`config.mk`:
```
export PLATFORM = sky130hd
export DESIGN_NAME = luhn_card_number_classifier
export DESIGN_NICKNAME = d
export VERILOG_FILES = /design/src/rtl/lcnc_pkg.sv /design/src/rtl/lcnc_bcd_conv.sv /design/src/rtl/lcnc_digit_scan.sv /design/src/rtl/luhn_card_number_classifier.sv
export SDC_FILE = /design/constraint.sdc
export NUM_CORES = 1
export LEC_CHECK = 0
export ABC_CLOCK_PERIOD_IN_PS = 3860
export BUFFER_PORTS_ARGS = -buffer_cell sky130_fd_sc_hd__buf_4
export CAP_MARGIN = 20
export CORE_UTILIZATION = 43
export DETAILED_ROUTE_END_ITERATION = 10
export GPL_TIMING_DRIVEN = 0
export PLACE_DENSITY = 0.66
export SETUP_SLACK_MARGIN = 0.5
export SKIP_LAST_GASP = 1
export SLEW_MARGIN = 20
export SYNTH_ARGS = -nofsm -noshare
export SYNTH_HDL_FRONTEND = slang
export SYNTH_SLANG_ARGS = --single-unit
export TNS_END_PERCENT = 5
```
`constraint.sdc`:
```
create_clock -name clk_i -period 3.86 [get_ports clk_i]
set_input_delay 0.193 -clock clk_i [delete_from_list [all_inputs] [get_ports clk_i]]
set_output_delay 0.193 -clock clk_i [all_outputs]
set_load 0.03 [all_outputs]
```
`src/rtl/lcnc_pkg.sv`:
```
// package for the luhn card number classifier: sizes, verdict codes,
// control structs, sequencer states and the brand decode function
// no dependencies
`timescale 1ns / 1ps

package lcnc_pkg;

  localparam int unsigned NumberWidth = 63;
  localparam int unsigned NumDigits   = 20;
  localparam int unsigned BcdWidth    = 4 * NumDigits;
  localparam int unsigned CountWidth  = 5;
  localparam int unsigned VerdictWidth = 3;

  localparam logic [VerdictWidth-1:0] VerdictBadSum    = 3'd0;
  localparam logic [VerdictWidth-1:0] VerdictUnknown   = 3'd1;
  localparam logic [VerdictWidth-1:0] VerdictAmex      = 3'd2;
  localparam logic [VerdictWidth-1:0] VerdictMastercard = 3'd3;
  localparam logic [VerdictWidth-1:0] VerdictVisa      = 3'd4;

  typedef enum logic [1:0] {
    StIdle,
    StConv,
    StScan,
    StFin
  } lcnc_state_e;

  // binary to bcd converter controls
  typedef struct packed {
    logic load;
    logic dbl;
    logic shift_out;
  } lcnc_conv_ctl_t;

  // digit scanner controls
  typedef struct packed {
    logic clear;
    logic step;
  } lcnc_scan_ctl_t;

  // digit scanner status
  typedef struct packed {
    logic [CountWidth-1:0] count;
    logic                  sum_zero;
    logic [3:0]            lead_hi;
    logic [3:0]            lead_lo;
  } lcnc_scan_t;

  function automatic logic [VerdictWidth-1:0] classify(
    input logic [3:0]            hi,
    input logic [3:0]            lo,
    input logic [CountWidth-1:0] count
  );
    logic [VerdictWidth-1:0] v;
    v = VerdictUnknown;
    if (hi == 4'd3 && (lo == 4'd4 || lo == 4'd7) && count == 5'd15) begin
      v = VerdictAmex;
    end else if (hi == 4'd5 && lo >= 4'd1 && lo <= 4'd5 && count == 5'd16) begin
      v = VerdictMastercard;
    end else if (hi == 4'd4 && lo <= 4'd9 && (count == 5'd13 || count == 5'd16)) begin
      v = VerdictVisa;
    end
    return v;
  endfunction

endpackage

```
`src/rtl/lcnc_bcd_conv.sv`:
```
// bit-serial binary to bcd converter (shift and add-3), then a nibble
// shifter that presents the decimal digits least significant first
// depends on lcnc_pkg
`timescale 1ns / 1ps

module lcnc_bcd_conv #(
  parameter int unsigned NUMBER_WIDTH = lcnc_pkg::NumberWidth
) (
  input  logic                        clk_i,
  input  logic                        rst_ni,
  input  lcnc_pkg::lcnc_conv_ctl_t    ctl_i,
  input  logic [NUMBER_WIDTH-1:0]     number_i,
  output logic [3:0]                  digit_o
);

  logic [NUMBER_WIDTH-1:0]          bin_q, bin_d;
  logic [lcnc_pkg::BcdWidth-1:0]    bcd_q, bcd_d;
  logic [lcnc_pkg::BcdWidth-1:0]    bcd_adj;

  // add 3 to every nibble of five or more
  always_comb begin
    for (int i = 0; i < lcnc_pkg::NumDigits; i++) begin
      if (bcd_q[4*i +: 4] >= 4'd5) begin
        bcd_adj[4*i +: 4] = bcd_q[4*i +: 4] + 4'd3;
      end else begin
        bcd_adj[4*i +: 4] = bcd_q[4*i +: 4];
      end
    end
  end

  always_comb begin
    bin_d = bin_q;
    bcd_d = bcd_q;
    if (ctl_i.load) begin
      bin_d = number_i;
      bcd_d = '0;
    end else if (ctl_i.dbl) begin
      bin_d = {bin_q[NUMBER_WIDTH-2:0], 1'b0};
      bcd_d = {bcd_adj[lcnc_pkg::BcdWidth-2:0], bin_q[NUMBER_WIDTH-1]};
    end else if (ctl_i.shift_out) begin
      bcd_d = {4'd0, bcd_q[lcnc_pkg::BcdWidth-1:4]};
    end
  end

  always_ff @(posedge clk_i or negedge rst_ni) begin
    if (!rst_ni) begin
      bin_q <= '0;
      bcd_q <= '0;
    end else begin
      bin_q <= bin_d;
      bcd_q <= bcd_d;
    end
  end

  assign digit_o = bcd_q[3:0];

endmodule

```
`src/rtl/lcnc_digit_scan.sv`:
```
// digit scanner: one decimal digit a cycle while step is high, luhn sum mod 10, digit count
// and the two leading digits
// depends on lcnc_pkg
`timescale 1ns / 1ps

module lcnc_digit_scan (
  input  logic                     clk_i,
  input  logic                     rst_ni,
  input  lcnc_pkg::lcnc_scan_ctl_t ctl_i,
  input  logic [3:0]               digit_i,
  output lcnc_pkg::lcnc_scan_t     stat_o
);

  logic [lcnc_pkg::CountWidth-1:0] pos_q, pos_d;
  logic [lcnc_pkg::CountWidth-1:0] count_q, count_d;
  logic [3:0]                      sum_q, sum_d;
  logic [3:0]                      prev_q, prev_d;
  logic [3:0]                      hi_q, hi_d;
  logic [3:0]                      lo_q, lo_d;
  logic [4:0]                      doubled;
  logic [3:0]                      contrib;
  logic [4:0]                      sum_raw;

  always_comb begin
    doubled = {digit_i, 1'b0};
    if (pos_q[0]) begin
      contrib = (doubled >= 5'd10) ? 4'(doubled - 5'd9) : doubled[3:0];
    end else begin
      contrib = digit_i;
    end
    sum_raw = {1'b0, sum_q} + {1'b0, contrib};
  end

  always_comb begin
    pos_d   = pos_q;
    count_d = count_q;
    sum_d   = sum_q;
    prev_d  = prev_q;
    hi_d    = hi_q;
    lo_d    = lo_q;
    if (ctl_i.clear) begin
      pos_d   = '0;
      count_d = '0;
      sum_d   = '0;
      prev_d  = '0;
      hi_d    = '0;
      lo_d    = '0;
    end else if (ctl_i.step) begin
      pos_d  = pos_q + 1'b1;
      prev_d = digit_i;
      sum_d  = (sum_raw >= 5'd10) ? 4'(sum_raw - 5'd10) : sum_raw[3:0];
      // a nonzero digit is the highest one seen so far
      if (digit_i != 4'd0) begin
        count_d = pos_q + 1'b1;
        hi_d    = digit_i;
        lo_d    = prev_q;
      end
    end
  end

  always_ff @(posedge clk_i or negedge rst_ni) begin
    if (!rst_ni) begin
      pos_q <= '0;
    end else begin
      pos_q <= pos_d;
    end
  end

  always_ff @(posedge clk_i) begin
    count_q <= count_d;
    sum_q   <= sum_d;
    prev_q  <= prev_d;
    hi_q    <= hi_d;
    lo_q    <= lo_d;
  end

  assign stat_o.count    = count_q;
  assign stat_o.sum_zero = (sum_q == 4'd0);
  assign stat_o.lead_hi  = hi_q;
  assign stat_o.lead_lo  = lo_q;

endmodule

```
`src/rtl/luhn_card_number_classifier.sv`:
```
// luhn card number classifier top level: sequencer, converter, scanner
// and result register
// depends on lcnc_pkg, lcnc_bcd_conv, lcnc_digit_scan
//
// channel  | signals                               | dir | handshake
// ---------+---------------------------------------+-----+------------------------
// command  | start_i, busy_o, card_number_i        | in  | start_i && !busy_o
// result   | valid_o, digit_count_o, luhn_ok_o,    | out | valid_o, one-cycle strobe
//          | verdict_o                             |     |
//
// an item goes from acceptance to the result strobe through the sequencer states:
// StConv for the shift-and-add-3 binary to bcd conversion, StScan to walk the
// decimal digits, StFin to decode the brand.
// one item at a time; busy_o is high while an item is in work.
// reset clears the sequencer and the result strobe; the receiver cannot stall.
`timescale 1ns / 1ps

module luhn_card_number_classifier #(
  parameter int unsigned NUMBER_WIDTH = lcnc_pkg::NumberWidth
) (
  input  logic                                clk_i,
  input  logic                                rst_ni,
  input  logic                                start_i,
  output logic                                busy_o,
  input  logic [NUMBER_WIDTH-1:0]             card_number_i,
  output logic                                valid_o,
  output logic [lcnc_pkg::CountWidth-1:0]     digit_count_o,
  output logic                                luhn_ok_o,
  output logic [lcnc_pkg::VerdictWidth-1:0]   verdict_o
);

  localparam int unsigned CntW = $clog2(NUMBER_WIDTH + 1);

  lcnc_pkg::lcnc_state_e    state_q, state_d;
  logic [CntW-1:0]          cnt_q, cnt_d;
  lcnc_pkg::lcnc_conv_ctl_t conv_ctl;
  lcnc_pkg::lcnc_scan_ctl_t scan_ctl;
  lcnc_pkg::lcnc_scan_t     scan_stat;
  logic [3:0]               digit;
  logic                     accept;
  logic                     last_conv;
  logic                     last_scan;

  logic                                valid_q, valid_d;
  logic [lcnc_pkg::CountWidth-1:0]     count_q;
  logic                                ok_q;
  logic [lcnc_pkg::VerdictWidth-1:0]   verdict_q;

  assign accept    = start_i && (state_q == lcnc_pkg::StIdle);
  assign last_conv = (cnt_q == CntW'(NUMBER_WIDTH - 1));
  assign last_scan = (cnt_q == CntW'(lcnc_pkg::NumDigits - 1));

  // next state
  always_comb begin
    state_d = state_q;
    cnt_d   = cnt_q;
    unique case (state_q)
      lcnc_pkg::StIdle: begin
        if (start_i) begin
          state_d = lcnc_pkg::StConv;
          cnt_d   = '0;
        end
      end
      lcnc_pkg::StConv: begin
        if (last_conv) begin
          state_d = lcnc_pkg::StScan;
          cnt_d   = '0;
        end else begin
          cnt_d = cnt_q + 1'b1;
        end
      end
      lcnc_pkg::StScan: begin
        if (last_scan) begin
          state_d = lcnc_pkg::StFin;
          cnt_d   = '0;
        end else begin
          cnt_d = cnt_q + 1'b1;
        end
      end
      lcnc_pkg::StFin: begin
        state_d = lcnc_pkg::StIdle;
      end
      default: begin
        state_d = lcnc_pkg::StIdle;
      end
    endcase
  end

  // outputs of the sequencer
  always_comb begin
    conv_ctl = '0;
    scan_ctl = '0;
    valid_d  = 1'b0;
    busy_o   = 1'b1;
    unique case (state_q)
      lcnc_pkg::StIdle: begin
        busy_o         = 1'b0;
        conv_ctl.load  = start_i;
        scan_ctl.clear = start_i;
      end
      lcnc_pkg::StConv: begin
        conv_ctl.dbl = 1'b1;
      end
      lcnc_pkg::StScan: begin
        conv_ctl.shift_out = 1'b1;
        scan_ctl.step      = 1'b1;
      end
      lcnc_pkg::StFin: begin
        valid_d = 1'b1;
      end
      default: begin
        busy_o = 1'b1;
      end
    endcase
  end

  always_ff @(posedge clk_i or negedge rst_ni) begin
    if (!rst_ni) begin
      state_q <= lcnc_pkg::StIdle;
      cnt_q   <= '0;
      valid_q <= 1'b0;
    end else begin
      state_q <= state_d;
      cnt_q   <= cnt_d;
      valid_q <= valid_d;
    end
  end

  lcnc_bcd_conv #(
    .NUMBER_WIDTH(NUMBER_WIDTH)
  ) u_conv (
    .clk_i    (clk_i),
    .rst_ni   (rst_ni),
    .ctl_i    (conv_ctl),
    .number_i (card_number_i),
    .digit_o  (digit)
  );

  lcnc_digit_scan u_scan (
    .clk_i   (clk_i),
    .rst_ni  (rst_ni),
    .ctl_i   (scan_ctl),
    .digit_i (digit),
    .stat_o  (scan_stat)
  );

  // result register, loaded in the final cycle of an item
  always_ff @(posedge clk_i) begin
    if (valid_d) begin
      count_q <= scan_stat.count;
      ok_q    <= scan_stat.sum_zero;
      if (scan_stat.sum_zero) begin
        verdict_q <= lcnc_pkg::classify(scan_stat.lead_hi, scan_stat.lead_lo,
                                        scan_stat.count);
      end else begin
        verdict_q <= lcnc_pkg::VerdictBadSum;
      end
    end
  end

  assign valid_o       = valid_q;
  assign digit_count_o = count_q;
  assign luhn_ok_o     = ok_q;
  assign verdict_o     = verdict_q;

  // the result strobe only comes once the sequencer is back to idle
  assert property (@(posedge clk_i) disable iff (!rst_ni) valid_o |-> !busy_o)
    else $error("result strobe while busy");

  // an accepted item always makes the block busy in the next cycle
  assert property (@(posedge clk_i) disable iff (!rst_ni) accept |=> busy_o)
    else $error("accepted item did not start work");

  // a bad checksum verdict exactly when the luhn check fails
  assert property (@(posedge clk_i) disable iff (!rst_ni)
    valid_o |-> ((verdict_o == lcnc_pkg::VerdictBadSum) == !luhn_ok_o))
    else $error("verdict disagrees with luhn check");

  // the strobe lasts one cycle
  assert property (@(posedge clk_i) disable iff (!rst_ni) valid_o |=> !valid_o)
    else $error("result strobe longer than one cycle");

endmodule

```
==> results of run 1 <==
-- per-layer routing --
metal | part of all wire [%] | routed length [um] | vias to the layer above | global-route usage (%)
met4 | 1.8 | 463 | 0 | 6.175
li1 | - | - | 4422 | -
met5 | 0 | 0 | - | 0
met3 | 3.7 | 967 | 38 | 3.332
met2 | 48 | 12260 | 200 | 34.56
met1 | 47 | 12120 | 4292 | 28.29
-- where the power goes --
part,internal [mW],total [mW],switching [mW]
registers,1.97,1.97,0
clock network,0.934,1.82,0.883
logic,0.0875,0.143,0.0552
-- path summary, 6_finish.rpt --
path / start / endpoint / slack [ns]
min in group asynchronous: rst_ni / u_conv.bcd_q[54] / 0.29
max in group asynchronous: rst_ni / u_conv.bcd_q[1] / 2.74
setup reg to reg: u_conv.bcd_q[0] / u_scan.sum_q[2] / 0.74
setup / recovery: u_conv.bcd_q[0] / u_scan.sum_q[2] / 0.74
hold / removal: start_i / u_scan.sum_q[1] / 0.27
hold reg to reg: u_scan.prev_q[0] / u_scan.lo_q[0] / 0.46
-- through the flow --
stage	hold slack (ns)	power, mW
6_report	0.2662	3.925
5_1_grt	0.2949	4.056
4_1_cts	0.2657	3.948
3_5_place_dp	0.1927	2.096
3_3_place_gp	0.3875	2.091
2_1_floorplan	-0.1026	2.007
-- worst max-delay path: cells and delay by family, from the launching register on --
kind                     cells  cell delay (ns)
AO/OA/AOI/OAI                4             0.70
adder cells (fa/ha/maj)      3             0.67
AND/OR/NAND/NOR              2             0.48
multiplexers                 2             0.41
flip-flops                   1             0.39
buffers and inverters        2             0.25
XOR/XNOR                     1             0.17
-- flip-flops by register name, indices dropped and copies added (netlist names) --
name,flops
verdict_o,3
u_scan.lo_q,4
luhn_ok_o,1
state_q,2
u_scan.prev_q,4
u_scan.pos_q,5
cnt_q,6
valid_o,1
u_conv.bcd_q,80
u_scan.count_q,5
u_scan.sum_q,4
u_scan.hi_q,4
digit_count_o,5
u_conv.bin_q,63
-- placed cells by master, fill, tap and decap left out, types with 3 or more instances in the layout --
cell type,count
nor2_1,133
buf_1,4
nand3_1,27
inv_8,3
nand4_1,5
a21oi_1,38
mux2i_1,143
clkbuf_16,17
buf_4,78
nor3_1,4
nor2b_1,18
inv_1,55
dfxtp_1,21
or3b_1,17
o22ai_1,4
nand2b_1,30
edfxtp_1,9
buf_2,39
dlygate4sd3_1,64
clkbuf_1,28
a211oi_1,43
nor4b_1,3
a31oi_1,20
ha_1,51
clkinv_4,4
nand2_1,150
mux2_2,3
dfrtp_1,156
xor2_1,6
o21ai_0,92
a221oi_1,17
clkinv_8,4
xnor2_1,23
-- final cells by class --
type,instances,area share (%)
buffer,71,2.443
multi-input combinational,868,43.68
sequential,187,34.97
clock inverter,14,1.373
timing repair buffer,144,9.602
tap,324,3.068
inverter,56,1.610
clock buffer,18,3.248
-- synth_stat cells, types with 3 or more instances --
master	n
a211oi_1	43
a21oi_1	40
a221oi_1	17
a31oi_1	20
buf_1	4
buf_2	39
clkbuf_1	27
dfrtp_1	157
dfxtp_1	21
edfxtp_1	9
ha_1	54
inv_1	56
mux2_2	3
mux2i_1	143
nand2_1	150
nand2b_1	31
nand3_1	27
nand4_1	5
nor2_1	133
nor2b_1	18
nor3_1	4
nor4b_1	3
o21ai_0	92
o22ai_1	4
or3b_1	17
xnor2_1	24
xor2_1	6
-- cell families (layout without fill, tap and decap cells) --
family / Yosys count / count (layout)
AOI/OAI and AO/OA: 239 / 239
buffers and inverters: 127 / 303
and+or+nand+nor: 398 / 398
muxes: 146 / 146
adders and majority gates: 55 / 55
xor gates and xnor gates: 30 / 30
DFF: 187 / 187
-- timing repair --
action / 4_1_cts / 5_1_grt
buffers inserted: 1 / 2
hold buffers: 64 / 0
endpoints found under the setup margin: 3 / 3
resized for setup: 3 / 15
endpoints found under the hold margin: 134 / 0
pin swaps: 1 / 3
==> metrics.cfg, run 1 <==
[timing]
setup_viol = 0
skew_ns = 0.009627
finalSetupTns_ns = 0
rsz0062_at_grt = false
hold_viol_final = 0
drv_slew = 0
slew_headroom_pct = 52.54
fin_crit_sh_pct = 80.80
tightest_slew_ns = 0.7118
finalCriticalPeriod_ns = 3.119
max_freq_ghz = 0.3206
setup_slack_ns = 0.7411

[die]
die_y_um = 160.9
start_util_pct = 44.26
num_rows = 57
dieWidth_um = 160.9
io_pins = 77
core-area_sq_um = 24530
die_area_sq_um = 25890

[cells_and_area]
regArea_sq_um = 4621
finalNonFillerCells = 1682
area_growth_syn_to_layout_pct = 21.69
nFillCells = 2251
final_core_util_pct = 53.86
stdcell_area_sq_um = 13210
antennaDiodeCount = 0
layout-drive-gt1-share_pct = 12.59
multi_input_area_sq_um = 5772
fin_nets = 1466

[yosys]
synth_fp_nets = 1303
yosysWarnings = 0
synthXorXnorAreaFrac_pct = 2.420
yosys-top-cells-area = dfrtp_1 36%, mux2i_1 13%, ha_1 6.2%
synth_compound_area_share_pct = 13.67
synthCells = 1182
synth_top_family_by_area = simple AND/OR/NAND/NOR gates
synthMuxAreaShare_pct = 13.49
post_synth_num_cell_types = 55
yosys.area.top_type = dfrtp_1
ys_seq_area_share_pct = 42.54
synth_edf_count = 9
synth_seq_cells = 187
synthAdderAreaFrac_pct = 6.407
synthSimpleGateAreaFrac_pct = 16.62
syn_avg_cell_area_sq_um = 9.186
synthFlopType = dfrtp_1
async_reset_ff_share_pct = 83.96
syn_area_sq_um = 10860
yosysTopAreaCellShare_pct = 36.18

[grt]
grt_max_degree = 87
grt_pass1_wl_um = 44220
grt_pass1_vias = 8971
track_usage_pct = 20.95
grt_overflow = 0
grt_antenna_before_repair = 0

[critical_path]
critPathCaptureType = flop
crit_type = flop to flop
max_stage_delay_ns = 0.39
slowest_stage = dfrtp_1
worstPathArrival_ns = 3.49
cp_max_fo = 4
cp-start-kind = flop
path_cells = buf_4 > ha_1 > nand2b_4 > a21oi_4 > mux2i_1 > mux2_2 > ha_1 > xnor2_1 > inv_1 > ha_4 > o31a_1 > o211ai_2 > or3_1 > a31oi_1
path_common_cell = ha_1
cp_data_required_time_ns = 4.24
r2r_cells = 14

[clocking]
clock-root-buffer = clkbuf_16
clk_path_buf_depth = 2
cts_tree = yes
cts.sinks = 187
numCtsBuffers = 17
clock_latency_ns = 0.44
htree_levels = 4
cts.clk_slew.worst_paths_ns = 0.08

[route]
routed_wl_um = 25810
dr_total_vias = 8952
drt-initial-drc-count = 651
drtAntennaViolNets = 0
vias_per_cell = 5.322
drt-pass1-iter-count = 5
drc = 0
wire_per_inst_um = 15.34

[placed_design]
placed_cell_area_sq_um = 11870
post-place-ws_ns = 0.3113
gp_congestion = 0.8046
portBuffers = 76
dp.final_hpwl_um = 17450
dp_cells = 1583

[flow_run]
cap_violations = 0

[worst_hold_path]
worstHoldPathCells = 4
hold_path.class = primary input to flop

[outcome]
status = completed

[power_and_ir_drop]
p_leak_nw = 6.642
power_density_nw_per_um2 = 297.0
ir_drop_mv = 0.2714

Note: power is estimated with default switching activity, not from simulation.
==> run 2, diff against run 1 <==
- ABC_AREA: not set -> 1
- ABC_CLOCK_PERIOD_IN_PS: 3860 -> 3000
- clock period: 3.86 -> 3 ns (I/O delays scaled with it)
==> run 2 against run 1 <==
Utilization is 0.51 points higher. Clock power is 31% higher. Synthesized cell count is 12% higher. Via count is 5.7% higher. Non-clock buffer count is 11 lower. First-iteration DRC count is 0.77% lower. Global-route usage is 1.7 points higher. Hold slack worse by 0.16 ns. Die area is 5.8% lower.
==> metrics.cfg, run 2 <==
[outcome]
status = completed

[route]
wire_per_inst_um = 14.66  ; -4.5%
drt-pass1-iter-count = 5  ; unchanged
met3_length_um = 1111  ; +15%
drt-initial-drc-count = 646  ; -0.77%
dr_total_vias = 9459  ; +5.7%
wl_met2_um = 12850  ; +4.8%
vias_per_cell = 5.189  ; -2.5%
wl_met1_um = 12250  ; +1.1%
routed_wl_um = 26720  ; +3.5%
top_layer_used = met4
drc = 0  ; unchanged
drtAntennaViolNets = 0  ; unchanged

[die]
die_area_sq_um = 24400  ; -5.8%
die_y_um = 156.2  ; -2.9%
io_pins = 77  ; unchanged
start_util_pct = 43.69  ; -0.57 points
core-area_sq_um = 23400  ; -4.6%
dieWidth_um = 156.2  ; -2.9%
num_rows = 56  ; -1.8%

[power_and_ir_drop]
ir_drop_mv = 0.6196  ; +130%
p_int_mw = 7.104  ; +140%
power.share.clock_pct = 17.7  ; -29 points
p_leak_nw = 5.888  ; -11%
p_switching_mw = 6.393  ; +580%
switching_share_pct = 47.37  ; +23 points
power_density_nw_per_um2 = 1061  ; +260%
power.share.sequential_pct = 31.2  ; -19 points
p_comb_share_pct = 51.1  ; +48 points

[cells_and_area]
regMostFlops = u_conv.bcd_q
layout-drive-gt1-share_pct = 12.43  ; -0.16 points
largest_reg_flops = 80  ; unchanged
nFillCells = 2182  ; -3.1%
area_growth_syn_to_layout_pct = 24.45
multi_input_area_sq_um = 4956  ; -14%
layout.cells.most_common = nand2_1
most-common-layout-cells = 340 x nand2_1, 156 x dfrtp_1, 149 x o21ai_0
top_regs = u_conv.bcd_q (80), u_conv.bin_q (63), cnt_q (6)
antennaDiodeCount = 0  ; unchanged
stdcell_area_sq_um = 12720  ; -3.7%
fin_nets = 1612  ; +10%
regArea_sq_um = 4621  ; unchanged

[yosys]
post_synth_num_cell_types = 37  ; -33%
yosys-top-cells-area = dfrtp_1 38%, nand2_1 13%, o21ai_0 7.5%
yosysWarnings = 0  ; unchanged
syn_area_sq_um = 10220  ; -5.8%
ys_seq_area_share_pct = 45.18  ; +2.6 points
synth_most_common_cell = nand2_1
synthCells = 1320  ; +12%
yosysTopAreaCellShare_pct = 38.43  ; +2.2 points
synth_seq_cells = 187  ; unchanged
synthFlopType = dfrtp_1
synth_fp_nets = 1441  ; +11%
yosys.area.top_type = dfrtp_1
syn_avg_cell_area_sq_um = 7.745  ; -16%
synth_edf_count = 9  ; unchanged
async_reset_ff_share_pct = 83.96  ; unchanged
ys_top_cells_by_count = 348 x nand2_1, 157 x dfrtp_1, 153 x o21ai_0

[grt]
grt_antenna_before_repair = 0  ; unchanged
grt_pass1_wl_um = 44060  ; -0.38%
track_usage_pct = 22.62  ; +1.7 points
grt_overflow = 0  ; unchanged
grt_pass1_vias = 8953  ; -0.20%
grt_max_degree = 86  ; -1.1%

[timing]
skew_ns = 0.01451  ; +0.004884 ns
slew_headroom_pct = 44.87  ; -7.7 points
max_freq_ghz = 0.3831  ; +19%
finalSetupTns_ns = 0  ; unchanged
setup_viol = 0  ; unchanged
finalCriticalPeriod_ns = 2.610  ; -0.5087 ns
tightest_slew_ns = 0.8270  ; +0.1152 ns
fin_crit_sh_pct = 87.01  ; +6.2 points
drv_slew = 0  ; unchanged
hold_viol_final = 0  ; unchanged
rsz0062_at_grt = true

[flow_run]
cap_violations = 0  ; unchanged

[critical_path]
critPathCaptureType = flop
crit_type = flop to flop
cp_top_family = adder cells
cp-startpoint = u_conv.bcd_q[1]
worst-path-buf-inv = 4  ; +2
path_cells = inv_2 > ha_4 > nand2_2 > nand3_4 > buf_6 > nand2_2 > o21ai_2 > ha_2 > inv_2 > fa_2 > inv_2 > nand2_2 > and2_4 > ha_4 > nand2_2 > nand3_2 > nand2_2 > nand2_2 > nand3_2 > nand2_1
worstReg2RegStart = u_conv.bcd_q[1]
path_common_cell = nand2_2
cp_data_required_time_ns = 3.33  ; -0.91 ns
cp-start-kind = flop
slowest_stage = dfrtp_1
worstPathArrival_ns = 2.94  ; -0.55 ns
max_stage_delay_ns = 0.40  ; about the same
cp_max_fo = 4  ; unchanged

[worst_hold_path]
min_from = start_i
hold_path.class = primary input to flop

[clocking]
numCtsBuffers = 17  ; unchanged
cts.clk_slew.worst_paths_ns = 0.08  ; about the same
clock_latency_ns = 0.44  ; about the same
cts.sinks = 187  ; unchanged
clk_path_buf_depth = 2  ; unchanged
cts_tree = yes
clock-root-buffer = clkbuf_16
htree_levels = 4  ; unchanged

[placed_design]
placed_cell_area_sq_um = 11240  ; -5.3%
dp.final_hpwl_um = 17750  ; +1.7%
portBuffers = 76  ; unchanged
gp_congestion = 0.8881  ; +10%

[run 2: cell types whose count changed in the layout (fill, tap and decap cells not counted), sizes merged, moves of 35 or more]
cell | before | now
o21ai | 94 | 182
nand3 | 27 | 111
a211oi | 43 | 0
mux2i | 143 | 0
nand2 | 150 | 349
inv | 61 | 145
nor2 | 133 | 70
a21oi | 41 | 76
[run 2: power groups by stage]
stage	Sequential, mW	Combinational [mW]	Clock, mW
6_report	4.21	6.89	2.39
3_5_place_dp	4.22	6.48	0
3_3_place_gp	4.22	6.34	0
4_1_cts	4.19	6.76	2.44
5_1_grt	4.34	7.79	2.52
2_1_floorplan	4.13	4.62	0
[run 2: final timing paths]
path | endpoint | slack, ns | cells after the start
max | u_scan.sum_q[1] | 0.39 | 20
min in group asynchronous | cnt_q[2] | 0.28 | 2
min reg2reg | digit_count_o[0] | 0.44 | 0
min | u_scan.count_q[0] | 0.11 | 4
max reg2reg | u_scan.sum_q[1] | 0.39 | 20
max in group asynchronous | u_conv.bin_q[13] | 1.91 | 3
[run 2: area by class of cell]
| type | count | area share (%) |
|---|---|---|
| clock buffer | 17 | 3.343 |
| timing repair buffer | 152 | 10.47 |
| tap | 319 | 3.137 |
| sequential | 187 | 36.32 |
| inverter | 141 | 4.179 |
| multi-input combinational | 940 | 38.95 |
| buffer | 52 | 1.829 |
| clock inverter | 15 | 1.770 |
[run 2: layer usage]
metal / vias to the layer above / global-route usage, %
li1: 4709 / -
met1: 4468 / 30.35
met2: 234 / 37.24
met3: 48 / 3.500
met4: 0 / 7.470
met5: - / 0
[run 2: logic make-up after synthesis]
family	after synthesis	share of synthesized area [%]
AOI/OAI and AO/OA	320	16.82
buffers and inverters	193	7.478
DFF	187	45.18
and+or+nand+nor	543	21.83
adders and majority gates	55	6.805
xor gates and xnor gates	22	1.885
[run 2: tightest hold or removal path, stage by stage]
cell and delay (ns):
buf_4 0.10, nand2_2 0.11, o21ai_0 0.10, a21oi_1 0.04
[run 2: what timing repair did]
item / 4_1_cts / 5_1_grt
gates resized for setup: 18 / 14
gates cloned: 0 / 0
endpoints found under the setup margin: 3 / 3
hold buffers: 64 / 0
endpoints found under the hold margin: 147 / 0
pin swaps: 10 / 8
buffers inserted: 7 / 4
[run 2: through the flow]
stage                     instances  utilization [%]  hold WS [ns]  power [mW]  worst slack [ns]
after floorplan                1320                -       -0.1456       8.752            0.5113
after global placement         1715            47.88        0.3711       10.56            0.2354
after detailed placement       1716            48.03        0.2064       10.70            0.1919
after CTS                      1819            54.04       0.09176       13.39            0.4336
after global routing           1823            54.37       0.09868       14.66            0.2481
final                          1823            54.37        0.1084       13.50            0.3898
